$ cat config.mk
export PLATFORM = sky130hd
export DESIGN_NAME = che_emit
export DESIGN_NICKNAME = d
export VERILOG_FILES = /design/src/hdl/che_pkg.sv /design/src/hdl/che_emit.sv
export SDC_FILE = /design/constraint.sdc
export NUM_CORES = 1
export LEC_CHECK = 0
export BUFFER_PORTS_ARGS = -buffer_cell sky130_fd_sc_hd__buf_2
export CAP_MARGIN = 20
export CELL_PAD_IN_SITES_DETAIL_PLACEMENT = 1
export CELL_PAD_IN_SITES_GLOBAL_PLACEMENT = 1
export CORE_ASPECT_RATIO = 0.6
export CORE_UTILIZATION = 39
export CTS_CLUSTER_DIAMETER = 50
export DETAILED_ROUTE_END_ITERATION = 8
export PLACE_DENSITY = 0.73
export SLEW_MARGIN = 0
export SYNTH_ARGS = -nofsm -noshare
export SYNTH_HDL_FRONTEND = slang
export SYNTH_SLANG_ARGS = --single-unit
$ cat constraint.sdc
create_clock -name i_clk -period 2.4 [get_ports i_clk]
set_clock_uncertainty 0.15 [all_clocks]
set_input_delay 0.24 -clock i_clk [delete_from_list [all_inputs] [get_ports i_clk]]
set_output_delay 0.24 -clock i_clk [all_outputs]
set_load 0.02 [all_outputs]
$ cat src/hdl/che_pkg.sv
// ----------------------------------------------------------------------------
// che_pkg
// Types, constants and helpers shared by the chunk header encoder modules.
// ----------------------------------------------------------------------------
package che_pkg;

    // Operation codes
    localparam logic OP_HEADER = 1'b0;
    localparam logic OP_CONT   = 1'b1;

    // Header formats (the two top bits of the basic header)
    localparam logic [1:0] FMT_FULL      = 2'd0;
    localparam logic [1:0] FMT_NO_STREAM = 2'd1;
    localparam logic [1:0] FMT_TIME_ONLY = 2'd2;
    localparam logic [1:0] FMT_NONE      = 2'd3;

    // Timestamp field saturation / extended marker
    localparam logic [23:0] TS_MAX = 24'hFFFFFF;

    // Basic header thresholds
    localparam logic [16:0] BASIC_ONE_LIMIT = 17'd64;
    localparam logic [16:0] BASIC_TWO_LIMIT = 17'd320;
    localparam logic [16:0] CHAN_BIAS       = 17'd64;
    localparam logic [5:0]  BASIC_ESC_WIDE  = 6'd1;

    // Body lengths per format
    localparam logic [3:0] BODY_LEN_FULL      = 4'd11;
    localparam logic [3:0] BODY_LEN_NO_STREAM = 4'd7;
    localparam logic [3:0] BODY_LEN_TIME_ONLY = 4'd3;
    localparam logic [3:0] BODY_LEN_NONE      = 4'd0;

    localparam logic [23:0] CHUNK_SIZE_RST = 24'd128;

    // One history slot entry
    typedef struct packed {
        logic [16:0] channel;
        logic [7:0]  msg_type;
        logic [23:0] length;
        logic [31:0] time_abs;
        logic [23:0] time_field;
        logic [31:0] stream;
        logic [23:0] offset;
    } t_slot_rec;

    // Basic header bytes and count (1..3)
    typedef struct packed {
        logic [7:0] b0;
        logic [7:0] b1;
        logic [7:0] b2;
        logic [1:0] len;
    } t_basic;

    // Everything the byte emitter needs for one header
    typedef struct packed {
        t_basic           basic;
        logic [10:0][7:0] body;
        logic [3:0]       body_len;
        logic             ext;
        logic [31:0]      ext_time;
    } t_emit_load;

    // Basic header: one, two or three bytes depending on the channel
    function automatic t_basic basic_hdr(input logic [16:0] chan, input logic [1:0] fmt);
        t_basic      b;
        logic [16:0] c;
        c    = chan - CHAN_BIAS;
        b.b0 = {fmt, 6'd0};
        b.b1 = c[7:0];
        b.b2 = c[15:8];
        if (chan < BASIC_ONE_LIMIT) begin
            b.b0  = {fmt, chan[5:0]};
            b.len = 2'd1;
        end else if (chan < BASIC_TWO_LIMIT) begin
            b.len = 2'd2;
        end else begin
            b.b0  = {fmt, BASIC_ESC_WIDE};
            b.len = 2'd3;
        end
        return b;
    endfunction

endpackage

$ cat src/hdl/che_emit.sv
// ----------------------------------------------------------------------------
// che_emit
// Byte emitter: walks basic header, body and extended timestamp sections,
// one byte per cycle while i_stall is low, and doubles as the output register.
// ----------------------------------------------------------------------------
module che_emit
    import che_pkg::*;
(
    input  logic       i_clk,
    input  logic       i_rst_n,
    input  logic       i_load,
    input  t_emit_load i_load_data,
    output logic       o_free,
    output logic       o_valid,
    output logic [7:0] o_byte,
    output logic       o_last,
    input  logic       i_stall
);

    typedef enum logic [2:0] {
        SEC_BASIC = 3'b001,
        SEC_BODY  = 3'b010,
        SEC_EXT   = 3'b100
    } t_sec;

    logic       r_busy;
    t_sec       r_sec;
    t_sec       n_sec;
    logic [3:0] r_idx;
    t_emit_load r_ld;

    logic [7:0] cur_byte;
    logic       sec_last;
    logic       more;
    logic       is_last;

    // Current byte and end-of-section detection
    always_comb begin
        cur_byte = '0;
        sec_last = 1'b1;
        more     = 1'b0;
        n_sec    = SEC_EXT;
        unique case (r_sec)
            SEC_BASIC: begin
                case (r_idx[1:0])
                    2'd0:    cur_byte = r_ld.basic.b0;
                    2'd1:    cur_byte = r_ld.basic.b1;
                    default: cur_byte = r_ld.basic.b2;
                endcase
                sec_last = (r_idx[1:0] == (r_ld.basic.len - 2'd1));
                more     = (r_ld.body_len != BODY_LEN_NONE) || r_ld.ext;
                n_sec    = (r_ld.body_len != BODY_LEN_NONE) ? SEC_BODY : SEC_EXT;
            end
            SEC_BODY: begin
                cur_byte = r_ld.body[r_idx];
                sec_last = (r_idx == (r_ld.body_len - 4'd1));
                more     = r_ld.ext;
            end
            SEC_EXT: begin
                case (r_idx[1:0])
                    2'd0:    cur_byte = r_ld.ext_time[31:24];
                    2'd1:    cur_byte = r_ld.ext_time[23:16];
                    2'd2:    cur_byte = r_ld.ext_time[15:8];
                    default: cur_byte = r_ld.ext_time[7:0];
                endcase
                sec_last = (r_idx[1:0] == 2'd3);
            end
            default: begin
                cur_byte = '0;
            end
        endcase
        is_last = sec_last && !more;
    end

    assign o_free  = !r_busy || (is_last && !i_stall);
    assign o_valid = r_busy;
    assign o_byte  = cur_byte;
    assign o_last  = is_last;

    // Section / index sequencing
    always_ff @(posedge i_clk) begin
        if (!i_rst_n) begin
            r_busy <= 1'b0;
            r_sec  <= SEC_BASIC;
            r_idx  <= '0;
        end else if (i_load) begin
            r_busy <= 1'b1;
            r_sec  <= SEC_BASIC;
            r_idx  <= '0;
        end else if (r_busy && !i_stall) begin
            if (is_last) begin
                r_busy <= 1'b0;
            end else if (sec_last) begin
                r_sec <= n_sec;
                r_idx <= '0;
            end else begin
                r_idx <= r_idx + 4'd1;
            end
        end
    end

    // Header contents
    always_ff @(posedge i_clk) begin
        if (i_load) begin
            r_ld <= i_load_data;
        end
    end

endmodule

# == After elaboration in Yosys (flattened, before gate mapping) ==
# Index checks and enable logic that the tools add are counted.
# totals
elab_cells,64
regBits,159
# op_classes
eq_ne,8
reduce_logical,16
muxes,13
order_cmp,1
bitwise_logic,2
n_addsub,3
# ops
op,count
8-bit one-hot mux with 3 select lines,2
8-bit binary-select mux with 4-bit select,1
8-bit one-hot mux with 2 select lines,1
8-bit two-way mux,1
3-bit two-way mux,2
"4-bit by 5-bit < comparator with 1-bit output, second input constant",1
"4-bit by 1-bit adder with 4-bit output, second input constant",1
"2-bit equality test, second input constant",2
4-bit equality test,1
4-bit two-way mux,1
2-bit AND reduction,2
2-bit nonzero test,2
4-bit nonzero test,1
"4-bit by 1-bit subtractor with 4-bit output, second input constant",1
"3-bit by 1-bit equality test with 1-bit output, second input constant",1
"3-bit by 2-bit equality test with 1-bit output, second input constant",1
"3-bit equality test, second input constant",1
1-bit logical AND,3
1-bit zero test,3
1-bit two-way mux,3
1-bit one-hot mux with 3 select lines,1
3-bit AND reduction,1
"2-bit by 1-bit equality test with 1-bit output, second input constant",1
2-bit equality test,1
other kinds (6),8

# == Longest topological paths before layout ==
# Gate-level depths: netlist of run 1.
# depth
ltp_word,8
ltp_mapped,9
depth_no_buf,7

# == Least setup slack after synthesis of run 1 ==
# Ideal clock, no wire load.
# synth_timing
path_type,register -> output
from,register r_ld[33] in the netlist's numbering
to,output port o_free
required_ns,2.010
path_stages_with_launch,9
path_slack_ns,-0.171
arrival_ns,2.181
cell_sequence,edfxtp_1 -> inv_1 -> ha_1 -> xor2_1 -> nand3_1 -> or3_1 -> buf_2 -> and2_1 -> o31ai_1
# synth_via
elab_chain_cells,7
# synth_lines
item,line_no,text
start: declaration,che_emit.sv:30,t_emit_load r_ld;
start signal: assignment,che_emit.sv:105,r_ld <= i_load_data;
"parallel branches: the longest is 4 deep, another holds 4-bit by 1-bit subtractor with 4-bit output",-,
1-bit logical AND *,che_emit.sv:72,is_last = sec_last && !more;
1-bit logical AND *,che_emit.sv:75,assign o_free = !r_busy || (is_last && !i_stall);
1-bit logical OR *,che_emit.sv:75,
end: declaration,che_emit.sv:13,"output logic o_free,"
# Every way passes the cells marked *.

# == Worst setup path after layout of run 1 ==
# layout_timing
from,register r_idx[0]
to,output port o_byte[3]
# layout_via
elab_chain_cells,3
# layout_lines
item,line_no,text
start: declaration,che_emit.sv:29,logic [3:0] r_idx;
start signal: assignment,che_emit.sv:97,r_idx <= r_idx + 4'd1;
8-bit binary-select mux with 4-bit select (tied with other cells),che_emit.sv:55,cur_byte = r_ld.body[r_idx];
8-bit two-way mux (implied by the code) (tied with other cells),che_emit.sv:55,
8-bit one-hot mux with 3 select lines *,che_emit.sv:43,unique case (r_sec)
end: declaration,che_emit.sv:15,"output logic [7:0] o_byte,"
# Every way passes the cells marked *; elsewhere a longest branch is shown, timed or not. The select of a mux whose other input is x is not followed.

==> results of run 1 <==
-- stage by stage --
step	instance area [µm²]	instances	util, %	power (mW)
2_1_floorplan	6380	362	-	3.58
3_3_place_gp	7570	735	48.4	3.88
3_5_place_dp	7570	735	48.4	3.90
4_1_cts	9970	929	63.8	6.84
5_1_grt	10000	929	64.0	7.16
6_report	10000	930	64.0	7.03
-- registers in the layout, summed over array words and instances (netlist names) --
name / cells
r_sec: 3
r_ld: 151
o_valid: 1
r_idx: 4
-- routing by layer --
layer	share of wire, %	wire length (µm)	vias to the layer above
met5	0.052	13	-
met1	40	10000	2605
li1	-	-	2167
met3	8.3	2070	45
met4	2.6	635	2
met2	49	12200	328
-- cell usage after synthesis (2+ instances only) --
library cell	count	area, µm²
sky130_fd_sc_hd__a21oi_1	16	80.1
sky130_fd_sc_hd__a221o_1	8	80.1
sky130_fd_sc_hd__a222oi_1	8	80.1
sky130_fd_sc_hd__a22oi_1	8	60.1
sky130_fd_sc_hd__and2_1	2	12.5
sky130_fd_sc_hd__buf_2	6	30.0
sky130_fd_sc_hd__buf_6	2	22.5
sky130_fd_sc_hd__clkbuf_1	9	33.8
sky130_fd_sc_hd__dfxtp_1	8	160
sky130_fd_sc_hd__edfxtp_1	151	4530
sky130_fd_sc_hd__ha_1	5	62.6
sky130_fd_sc_hd__inv_1	8	30.0
sky130_fd_sc_hd__mux2i_1	19	190
sky130_fd_sc_hd__mux4_2	16	360
sky130_fd_sc_hd__nand2_1	20	75.1
sky130_fd_sc_hd__nand2b_1	6	37.5
sky130_fd_sc_hd__nand3_1	4	20.0
sky130_fd_sc_hd__nand4_1	2	12.5
sky130_fd_sc_hd__nor2_1	15	56.3
sky130_fd_sc_hd__nor2b_1	2	12.5
sky130_fd_sc_hd__nor3b_1	2	15.0
sky130_fd_sc_hd__o21ai_0	8	40.0
sky130_fd_sc_hd__o21ai_1	2	10.0
sky130_fd_sc_hd__o22ai_1	9	56.3
sky130_fd_sc_hd__xnor2_1	4	35.0
sky130_fd_sc_hd__xor2_1	2	17.5
-- kinds of logic after synthesis --
group                      after synthesis  share of synthesized area [%]
and+or+nand+nor                         60                           4.92
adders and majority gates                5                          0.984
muxes                                   35                           8.66
buffers and inverters                   25                           1.83
xor gates and xnor gates                 7                           1.08
DFF                                    159                           73.8
AOI/OAI and AO/OA                       71                           8.72
-- cells in the final DEF, fill, tap and decap left out, drive strengths merged, types with 3 or more instances in the layout --
master       count
nand2           20
clkbuf          17
nor2            15
mux2i           19
buf            195
edfxtp         151
dfxtp            8
mux4            16
a21oi           16
nand2b           6
xnor2            5
a22oi            8
o22ai           10
ha               5
a221o            8
a222oi           8
diode            4
nor3b            3
dlygate4sd3    152
nand3            4
o21ai           10
inv             17
-- worst register-to-register path: stages, from the launching register on --
cell	delay, ns
sky130_fd_sc_hd__dfxtp_4	0.43
sky130_fd_sc_hd__buf_12	0.15
sky130_fd_sc_hd__buf_12	0.12
sky130_fd_sc_hd__xor2_1	0.14
sky130_fd_sc_hd__nand3_1	0.11
sky130_fd_sc_hd__buf_4	0.15
sky130_fd_sc_hd__buf_4	0.13
sky130_fd_sc_hd__nor4_4	0.35
sky130_fd_sc_hd__o31ai_4	0.16
sky130_fd_sc_hd__o22ai_1	0.30
-- final cells by class --
cell class	instances	share of cell area (%)
inverters	8	0.300
clock buffers	17	4.25
well taps	203	2.54
flip-flops and latches	159	47.0
repair buffers	347	27.1
multi-input cells	178	17.1
diodes	4	0.100
clock inverters	14	1.66
-- worst max-delay path by stage --
stage,from,endpoint,slack (ns),depth (start not counted)
floorplan,r_ld[33]$_DFFE_PP_,o_free,-0.006,8
global placement,r_idx[1]$_SDFFE_PP0P_,o_byte[5],0.01,6
detailed placement,r_idx[1]$_SDFFE_PP0P_,o_byte[6],-0.01,7
CTS,r_idx[0]$_SDFFE_PP0P_,o_byte[1],-0.34,6
global route,r_idx[0]$_SDFFE_PP0P_,o_byte[7],-0.50,8
finish,r_idx[0]$_SDFFE_PP0P_,o_byte[3],-0.44,6
-- repair_timing --
item,4_1_cts,5_1_grt
setup buffers,10,1
cloned,1,0
resized for setup,46,14
setup endpoints to repair,10,18
hold buffers,152,0
hold endpoints to repair,152,0
pin swaps,21,6
-- power by group through the flow --
stage | Sequential, mW | Clock (mW) | Combinational, mW
floorplan | 3.37 | 0 | 0.206
global placement | 3.40 | 0 | 0.480
detailed placement | 3.41 | 0 | 0.492
CTS | 3.35 | 2.75 | 0.741
global route | 3.39 | 2.92 | 0.851
finish | 3.38 | 2.84 | 0.816
==> impl_metrics.csv, run 1 <==
group,metric,value,unit
run_status,run_status,"complete, but fails checks",
run_status,failed_checks,"negative setup slack",
critical_path,critical_path.reg2reg.endpoint,"r_idx[1]$_SDFFE_PP0P_",
critical_path,worst_setup_path_start_kind,"register",
pwr,p_int,5.20,mW
synth,synth_fp_nets,522,
critical_path,cp_max_fo,5,
pwr,power_density,703,nW/µm²
synth,synth_enable_flop_cells,151,
final_layout,multiInputGateArea,1710,µm²
critical_path,critPathKind,"register to output port",
place,hpwl,12.3,mm
synth,async_flop_share,0,%
global_route,grt_pass1_vias,5576,
place,gp_congestion,0.832,
die,num_io_pins,166,
detailed_routing,route.detailed.vias_per_inst,5.53,
critical_path,worst_ep_required_time,2.01,ns
critical_path,critPathBufInv,2,
place,place_worst_setup_slack,-0.0120,ns
timing,period_utilization_post_route,118,%
synth,postSynthCellCount,362,
critical_path,critical_path_arrival,2.45,ns
synth,ys_types,46,
job,max-cap-violations,0,
critical_path,regToRegSetupSlack,0.10,ns
global_route,global_route_usage_sum,28.3,%
critical_path,cell_count_of_the_worst_reg_to_reg_path,9,
pwr,power_leakage,3.85,nW
clocking,cts_inserted_buffers,17,
timing,tightestPinTransition,0.748,ns
pwr,share_comb_of_total_power,11.6,%
worst_hold_path,hold_end,"r_ld[38]$_DFFE_PP_",
clocking,cts.clk_slew.worst_paths,0.08,ns
timing,grt_setup_unrepaired,"true",
synth,ys.warnings.count,0,
timing,slew-limit-headroom,49.9,%
clocking,cts_tree,"yes",
final_layout,layout_cells_sized_above_1,38.6,%
clocking,ctsRootBufferMaster,"sky130_fd_sc_hd__clkbuf_16",
worst_hold_path,hp-start,"i_load",
clocking,insertion_delay,0.44,ns
detailed_routing,post_drt_wl_per_cell,26.8,µm
timing,hold_ws,0.0804,ns
detailed_routing,final_antenna_net_count,0,
final_layout,register_area,4700,µm²
worst_hold_path,tightest_hold_check_type,"input pin to register",
critical_path,critical_path.slowest_cell,"sky130_fd_sc_hd__mux4_2",
die,die_footprint,16800,µm²
global_route,grt.met1_usage,36.1,%
pwr,switching_share,26.1,%
detailed_routing,wl,24.9,mm
timing,clock.fmax,352,MHz
global_route,grt_use_met2,46.4,%
critical_path,max_stage_delay,0.55,ns
global_route,grt_pass1_wl,34.2,mm
timing,fin_ws,-0.438,ns
die,die_height,101,µm
synth,yosysSeqAreaShare,73.8,%
global_route,grt_busiest_layer,"met2",
timing,period_needed,2.84,ns
clocking,number_of_levels_in_the_clock_h_tree,4,
die,initial_core_utilization,40.7,%
final_layout,syn2layout_area_growth,57.4,%
synth,syn_avg_cell_area,17.6,µm²
critical_path,worstPathCellList,"buf_16 -> mux4_2 -> mux2i_2 -> o22ai_2 -> a221o_1 -> buf_6",
die,row_cnt,35,
detailed_routing,firstDrtPassIters,5,
critical_path,r2r_start,"r_idx[0]$_SDFFE_PP0P_",
die,die_w,167,µm
synth,dominantRegCellSynth,"sky130_fd_sc_hd__edfxtp_1",
worst_hold_path,holdPathStages,1,
timing,count_of_endpoints_failing_setup_in_the_final_report,10,
final_layout,fin_nets,871,
clocking,cts.sink_count,159,
global_route,grt_antenna_before_repair,4,
global_route,globalRouteMet3Util,8.21,%
detailed_routing,residual_drc_count,0,
synth,ys_seq_elements,159,
die,coreArea,15600,µm²
pwr,total_switching_power,1.83,mW
critical_path,critPathCaptureType,"output port",
pwr,max-vdd-ir-drop,496,µV
timing,number_of_hold_slack_violations_in_the_final_timing_report,0,
clocking,max-clock-path-buffers,2,
synth,synth_area,6360,µm²
timing,timing.setup.tns,-3.44,ns
pwr,seqPwrFrac,48.0,%
detailed_routing,via_count,5147,
global_route,grt.overflow.total,0,
critical_path,path_delay_family,"multiplexers",
global_route,grt_start_max_net_pins,78,
pwr,pwr-share-clk,40.4,%
detailed_routing,detail_route.iter0.violations,565,
place,portBuffers,165,
timing,report.final.slew_viol_count,0,
final_layout,final.fill_count,1441,
No activity file was read; power rests on OpenSTA's default activity.
==> run 2, diff against run 1 <==
--- a/config.mk
+++ b/config.mk
@@ -5,6 +5,7 @@
 export SDC_FILE = /design/constraint.sdc
 export NUM_CORES = 1
 export LEC_CHECK = 0
+export ABC_CLOCK_PERIOD_IN_PS = 2400
 export BUFFER_PORTS_ARGS = -buffer_cell sky130_fd_sc_hd__buf_2
 export CAP_MARGIN = 20
 export CELL_PAD_IN_SITES_DETAIL_PLACEMENT = 1
@@ -13,6 +14,7 @@
 export CORE_UTILIZATION = 39
 export CTS_CLUSTER_DIAMETER = 50
 export DETAILED_ROUTE_END_ITERATION = 8
+export MAX_ROUTING_LAYER = met4
 export PLACE_DENSITY = 0.73
 export SLEW_MARGIN = 0
 export SYNTH_ARGS = -nofsm -noshare
==> impl_metrics.csv, run 2 (synthesis gave the netlist of run 1 again) <==
group,metric,value,unit
run_status,run_status,"complete, but fails checks",
run_status,failed_checks,"negative setup slack",
die,num_io_pins,166,
timing,fin_ws,-0.476,ns
global_route,grt.overflow.total,0,
timing,clock.fmax,348,MHz
clocking,cts_tree,"yes",
critical_path,critical_path.slowest_cell,"sky130_fd_sc_hd__a222oi_1",
place,hpwl,12.3,mm
place,gp_congestion,0.844,
critical_path,cp_max_fo,8,
critical_path,critical_path_arrival,2.49,ns
critical_path,regToRegSetupSlack,-0.23,ns
detailed_routing,final_antenna_net_count,0,
place,portBuffers,165,
timing,period_needed,2.88,ns
global_route,grt_pass1_wl,34.1,mm
detailed_routing,wl_met2,11.5,mm
final_layout,reg.largest.list,"r_ld: 151 flops, r_idx: 4 flops, r_sec: 3 flops",
die,coreArea,15600,µm²
clocking,cts_inserted_buffers,17,
clocking,max-clock-path-buffers,2,
pwr,power.total,6.96,mW
critical_path,critPathCaptureType,"output port",
worst_hold_path,holdPathStages,1,
final_layout,multiInputGateArea,1720,µm²
clocking,cts.sink_count,159,
clocking,number_of_levels_in_the_clock_h_tree,4,
global_route,grt_antenna_before_repair,3,
die,initial_core_utilization,40.7,%
critical_path,critPathKind,"register to output port",
final_layout,mostFrequentLayoutCell,"sky130_fd_sc_hd__buf_2",
timing,number_of_hold_slack_violations_in_the_final_timing_report,0,
timing,hold_ws,0.0930,ns
timing,slew-limit-headroom,54.6,%
critical_path,worstPathCellList,"clkinvlp_4 -> ha_4 -> a222oi_1 -> o21ai_1 -> a221o_1 -> buf_6",
detailed_routing,wire_length_on_met3,1.91,mm
die,die_height,101,µm
final_layout,largest-register,"r_ld",
detailed_routing,post_drt_wl_per_cell,25.5,µm
final_layout,final_core_util,64.4,%
critical_path,path_depth,6,
clocking,ctsRootBufferMaster,"sky130_fd_sc_hd__clkbuf_16",
detailed_routing,wl_met1,9.81,mm
detailed_routing,route.detailed.vias_per_inst,5.49,
final_layout,largest_register_ffs,151,
detailed_routing,firstDrtPassIters,7,
critical_path,path_delay_family,"compound AO/OA/AOI/OAI gates",
clocking,cts.clk_slew.worst_paths,0.08,ns
critical_path,worst_setup_path_start_kind,"register",
die,row_cnt,35,
global_route,global_route_usage_sum,29.2,%
timing,period_utilization_post_route,120,%
detailed_routing,wl,23.9,mm
timing,grt_setup_unrepaired,"true",
job,max-cap-violations,0,
critical_path,critPathBufInv,2,
die,die_w,167,µm
timing,report.final.slew_viol_count,0,
timing,tightestPinTransition,0.678,ns
critical_path,cell_count_of_the_worst_reg_to_reg_path,13,
final_layout,layout.cells.most_common_list,"sky130_fd_sc_hd__buf_2 (154), sky130_fd_sc_hd__dlygate4sd3_1 (152), sky130_fd_sc_hd__edfxtp_1 (151)",
clocking,insertion_delay,0.43,ns
pwr,max-vdd-ir-drop,589,µV
pwr,power_density,691,nW/µm²
die,die_footprint,16800,µm²
timing,count_of_endpoints_failing_setup_in_the_final_report,15,
critical_path,max_stage_delay,0.56,ns
detailed_routing,routed.top_layer,"met4",
final_layout,register_area,4700,µm²
worst_hold_path,tightest_hold_check_type,"input pin to register",
detailed_routing,via_count,5136,
final_layout,layout_cells_sized_above_1,39.6,%
final_layout,final.fill_count,1446,
detailed_routing,residual_drc_count,0,
final_layout,syn2layout_area_growth,58.3,%
pwr,power_leakage,3.88,nW
final_layout,fin_nets,877,
global_route,grt_start_max_net_pins,78,
detailed_routing,detail_route.iter0.violations,475,
critical_path,worst_ep_required_time,2.01,ns
global_route,grt_pass1_vias,5565,
[run 2: worst register-to-register path, stage by stage, from the launching register on]
cell and delay (ns):
sky130_fd_sc_hd__dfxtp_4 0.39, sky130_fd_sc_hd__buf_4 0.16, sky130_fd_sc_hd__buf_12 0.14, sky130_fd_sc_hd__buf_12 0.13
sky130_fd_sc_hd__xor2_1 0.15, sky130_fd_sc_hd__nand3_1 0.11, sky130_fd_sc_hd__buf_4 0.15, sky130_fd_sc_hd__buf_4 0.12
sky130_fd_sc_hd__buf_4 0.12, sky130_fd_sc_hd__buf_4 0.12, sky130_fd_sc_hd__buf_4 0.13, sky130_fd_sc_hd__nor4_4 0.23
sky130_fd_sc_hd__o31ai_4 0.17, sky130_fd_sc_hd__mux2i_2 0.27
[run 2: stage by stage]
stage	instances	TNS (ns)	worst slack (ns)	cell area [µm²]
finish	935	-4.88	-0.476	10100
global route	935	-6.07	-0.519	10100
CTS	929	-2.77	-0.337	9970
detailed placement	735	-0.0120	-0.0120	7570
global placement	735	0	0.0115	7570
floorplan	362	-0.00638	-0.00638	6380
[run 2: repair_timing]
| action | CTS | global route |
|---|---|---|
| endpoints found under the setup margin | 10 | 18 |
| buffers inserted | 10 | 5 |
| endpoints found under the hold margin | 152 | 0 |
| resized for setup | 46 | 20 |
| gates cloned | 1 | 0 |
| pin swaps | 21 | 11 |
| hold buffers | 152 | 0 |
[run 2: final cells by class]
class | count | area share [%]
antenna | 3 | 0.0746
clock buffer | 17 | 4.22
clock inverter | 14 | 1.65
inverter | 8 | 0.335
multi-input combinational | 178 | 17.1
sequential | 159 | 46.7
tap | 203 | 2.52
timing repair buffer | 353 | 27.4
[run 2: path summary, 6_finish.rpt]
path	from	endpoint
worst min-delay path	i_load	r_ld[38]$_DFFE_PP_
worst min register to register	r_sec[0]$_SDFFE_PP1P_	r_sec[0]$_SDFFE_PP1P_
worst max-delay path	r_idx[0]$_SDFFE_PP0P_	o_byte[5]
worst max register to register	r_idx[0]$_SDFFE_PP0P_	r_idx[0]$_SDFFE_PP0P_
[run 2: per-layer routing]
layer  global-route usage, %  up-vias
li1                        -     2177
met5                       -        -
met3                    7.46       59
met1                    36.4     2576
met2                    46.5      324
met4                    10.6        0
[run 2: power breakdown]
| group | internal (mW) | leakage [nW] | switching, mW | total (mW) |
|---|---|---|---|---|
| clock | 1.49 | 0.285 | 1.29 | 2.77 |
| combinational | 0.443 | 2.05 | 0.369 | 0.812 |
| sequential | 3.27 | 1.54 | 0.101 | 3.37 |
==> run 3, diff against run 2 <==
--- a/config.mk
+++ b/config.mk
@@ -5,17 +5,18 @@
 export SDC_FILE = /design/constraint.sdc
 export NUM_CORES = 1
 export LEC_CHECK = 0
+export ABC_AREA = 1
 export ABC_CLOCK_PERIOD_IN_PS = 2400
 export BUFFER_PORTS_ARGS = -buffer_cell sky130_fd_sc_hd__buf_2
 export CAP_MARGIN = 20
 export CELL_PAD_IN_SITES_DETAIL_PLACEMENT = 1
 export CELL_PAD_IN_SITES_GLOBAL_PLACEMENT = 1
 export CORE_ASPECT_RATIO = 0.6
-export CORE_UTILIZATION = 39
+export CORE_UTILIZATION = 38
 export CTS_CLUSTER_DIAMETER = 50
 export DETAILED_ROUTE_END_ITERATION = 8
 export MAX_ROUTING_LAYER = met4
-export PLACE_DENSITY = 0.73
+export PLACE_DENSITY = 0.74
 export SLEW_MARGIN = 0
 export SYNTH_ARGS = -nofsm -noshare
 export SYNTH_HDL_FRONTEND = slang
==> impl_metrics.csv, run 3 <==
group,metric,value,unit
run_status,run_status,"complete, but fails checks",
run_status,failed_checks,"negative setup slack",
global_route,grt_start_max_net_pins,62,
pwr,pwr-share-clk,38.7,%
detailed_routing,via_count,5841,
place,place_worst_setup_slack,0.200,ns
die,die_w,171,µm
synth,ys.warnings.count,0,
final_layout,layout_cells_sized_above_1,34.9,%
job,max-cap-violations,0,
final_layout,reg.largest.list,"r_ld: 151 flops, r_idx: 4 flops, r_sec: 3 flops",
timing,fin_ws,-0.0740,ns
clocking,number_of_levels_in_the_clock_h_tree,4,
synth,synth_fp_nets,682,
global_route,grt_pass1_wl,34.8,mm
timing,period_utilization_post_route,103,%
final_layout,fin_nets,1037,
synth,async_flop_share,0,%
place,gp_congestion,0.825,
pwr,seqPwrFrac,49.9,%
die,coreArea,16500,µm²
critical_path,worst_ep_required_time,2.01,ns
timing,tightestPinTransition,0.419,ns
timing,period_needed,2.47,ns
critical_path,r2r_start,"r_ld[33]$_DFFE_PP_",
final_layout,final.fill_count,1722,
synth,syn_avg_cell_area,12.5,µm²
synth,synth_area,6530,µm²
die,die_height,104,µm
clocking,cts.sink_count,159,
synth,synthMostInstantiatedCell,"sky130_fd_sc_hd__edfxtp_1",
detailed_routing,wl,25.2,mm
detailed_routing,final_antenna_net_count,0,
worst_hold_path,tightest_hold_check_type,"input pin to register",
die,num_io_pins,166,
clocking,cts_tree,"yes",
critical_path,critPathCaptureType,"output port",
critical_path,critPathKind,"register to output port",
pwr,switching_share,24.4,%
clocking,cts.clk_slew.worst_paths,0.07,ns
synth,synth_enable_flop_cells,151,
detailed_routing,post_drt_wl_per_cell,22.6,µm
pwr,p_int,5.10,mW
synth,synth_top_cells_by_count,"sky130_fd_sc_hd__edfxtp_1 (151), sky130_fd_sc_hd__nand2_1 (111), sky130_fd_sc_hd__nand3_1 (43)",
pwr,share_comb_of_total_power,11.4,%
clocking,cts_inserted_buffers,17,
timing,grt_setup_unrepaired,"true",
critical_path,critPathLaunch,"r_idx[1]$_SDFFE_PP0P_",
clocking,max-clock-path-buffers,2,
synth,post-synth-top-area-cell,"sky130_fd_sc_hd__edfxtp_1",
synth,yosysSeqAreaShare,71.9,%
critical_path,critical_path_arrival,2.08,ns
detailed_routing,detail_route.iter0.violations,538,
detailed_routing,route.detailed.vias_per_inst,5.22,
global_route,global_route_usage_sum,27.7,%
timing,report.final.slew_viol_count,0,
timing,number_of_hold_slack_violations_in_the_final_timing_report,0,
place,hpwl,13.7,mm
worst_hold_path,hp-start,"i_load",
die,row_cnt,36,
die,die_footprint,17700,µm²
die,initial_core_utilization,39.5,%
final_layout,mostFrequentLayoutCell,"sky130_fd_sc_hd__buf_2",
synth,postSynthCellCount,522,
pwr,max-vdd-ir-drop,609,µV
pwr,power_leakage,4.19,nW
synth,synth.area.top_cells,"sky130_fd_sc_hd__edfxtp_1 (69%), sky130_fd_sc_hd__nand2_1 (6.4%), sky130_fd_sc_hd__nand3_1 (3.3%), sky130_fd_sc_hd__o21ai_0 (3.1%), sky130_fd_sc_hd__dfxtp_1 (2.5%)",
detailed_routing,residual_drc_count,0,
pwr,power_density,646,nW/µm²
final_layout,largest_register_ffs,151,
timing,count_of_endpoints_failing_setup_in_the_final_report,6,
synth,synth_top_cell_area_share,69.4,%
detailed_routing,firstDrtPassIters,5,
synth,ys_types,29,
worst_hold_path,holdPathStages,1,
place,portBuffers,165,
synth,dominantRegCellSynth,"sky130_fd_sc_hd__edfxtp_1",
timing,slew-limit-headroom,72.0,%
clocking,insertion_delay,0.44,ns
pwr,total_switching_power,1.65,mW
critical_path,worst_setup_path_start_kind,"register",
final_layout,layout.cells.most_common_list,"sky130_fd_sc_hd__buf_2 (154), sky130_fd_sc_hd__dlygate4sd3_1 (152), sky130_fd_sc_hd__edfxtp_1 (151)",
global_route,grt.overflow.total,0,
critical_path,cp_max_fo,8,
timing,hold_ws,0.0813,ns
clocking,ctsRootBufferMaster,"sky130_fd_sc_hd__clkbuf_16",
global_route,grt_antenna_before_repair,1,
final_layout,syn2layout_area_growth,60.0,%
final_layout,largest-register,"r_ld",
synth,ys_seq_elements,159,
critical_path,cell_count_of_the_worst_reg_to_reg_path,16,
timing,clock.fmax,404,MHz
global_route,grt_pass1_vias,6272,
## run 3: cell count changes after synthesis, moves of 9 or more
cell,delta
sky130_fd_sc_hd__o22ai_1,-9
sky130_fd_sc_hd__mux2i_1,-19
sky130_fd_sc_hd__nor2_1,+24
sky130_fd_sc_hd__nand2_1,+91
sky130_fd_sc_hd__inv_1,+12
sky130_fd_sc_hd__mux4_2,-16
sky130_fd_sc_hd__nand3_1,+39
sky130_fd_sc_hd__o211ai_1,+13
sky130_fd_sc_hd__o21ai_0,+33
## run 3: cell type report
| cell class | instances | area (µm²) | share of cell area (%) |
|---|---|---|---|
| Sequential cell | 159 | 4700 | 45.0 |
| Timing Repair Buffer | 358 | 2930 | 28.0 |
| Multi-Input combinational cell | 313 | 1850 | 17.7 |
| Clock buffer | 19 | 433 | 4.14 |
| Tap cell | 228 | 285 | 2.73 |
| Inverter | 28 | 139 | 1.33 |
| Clock inverter | 12 | 111 | 1.07 |
| Antenna cell | 1 | 2.50 | 0.0240 |
## run 3: layer usage
| layer | vias to the layer above | global-route usage [%] | share of wire, % |
|---|---|---|---|
| met5 | - | - | 0 |
| li1 | 2595 | - | - |
| met4 | 0 | 12.1 | 3.0 |
| met3 | 62 | 5.73 | 5.8 |
| met1 | 2929 | 34.6 | 42 |
| met2 | 255 | 43.6 | 49 |
## run 3: worst max-delay path: stages (launching register included)
cell	delay (ns)
sky130_fd_sc_hd__dfxtp_4	0.44
sky130_fd_sc_hd__buf_6	0.16
sky130_fd_sc_hd__ha_4	0.21
sky130_fd_sc_hd__clkinvlp_4	0.22
sky130_fd_sc_hd__o21ai_0	0.35
sky130_fd_sc_hd__nand3_2	0.12
sky130_fd_sc_hd__buf_6	0.14
## run 3: cell families after synthesis
| group | synth area share [%] |
|---|---|
| simple gates | 14.3 |
| flops | 71.9 |
| compound gates | 8.99 |
| buf+inv | 3.47 |
| fa+ha+maj | 0.958 |
| xor+xnor | 0.402 |
## run 3: final timing paths
path	endpoint	slack, ns
setup / recovery	o_byte[3]	-0.07
hold reg to reg	o_valid$_SDFFE_PN0P_	0.38
setup reg to reg	r_sec[1]$_SDFFE_PP0P_	0.05
hold / removal	r_ld[28]$_DFFE_PP_	0.08
## run 3: through the flow
step	TNS [ns]	area, µm²	total power [mW]	utilization, %	instances
floorplan	0	6530	3.56	-	522
global placement	0	7730	3.85	46.8	912
detailed placement	0	7730	3.87	46.8	912
CTS	-0.0219	9940	6.61	60.1	1102
global route	-1.12	10400	6.93	63.2	1118
finish	-0.334	10400	6.75	63.2	1118
## run 3: power groups by stage
| stage | Sequential [mW] | Combinational [mW] | Clock [mW] |
|---|---|---|---|
| after floorplan | 3.37 | 0.186 | 0 |
| after global placement | 3.41 | 0.440 | 0 |
| after detailed placement | 3.41 | 0.457 | 0 |
| after CTS | 3.35 | 0.671 | 2.59 |
| after global routing | 3.38 | 0.818 | 2.73 |
| final | 3.37 | 0.769 | 2.61 |
## run 3: repair_timing
item                                    in CTS  in global routing
hold buffers                               152                  0
hold endpoints to repair                   152                  0
buffers inserted                             7                 11
gates cloned                                 0                  4
resized for setup                           26                 87
endpoints found under the setup margin      10                 10
pin swaps                                    3                 26
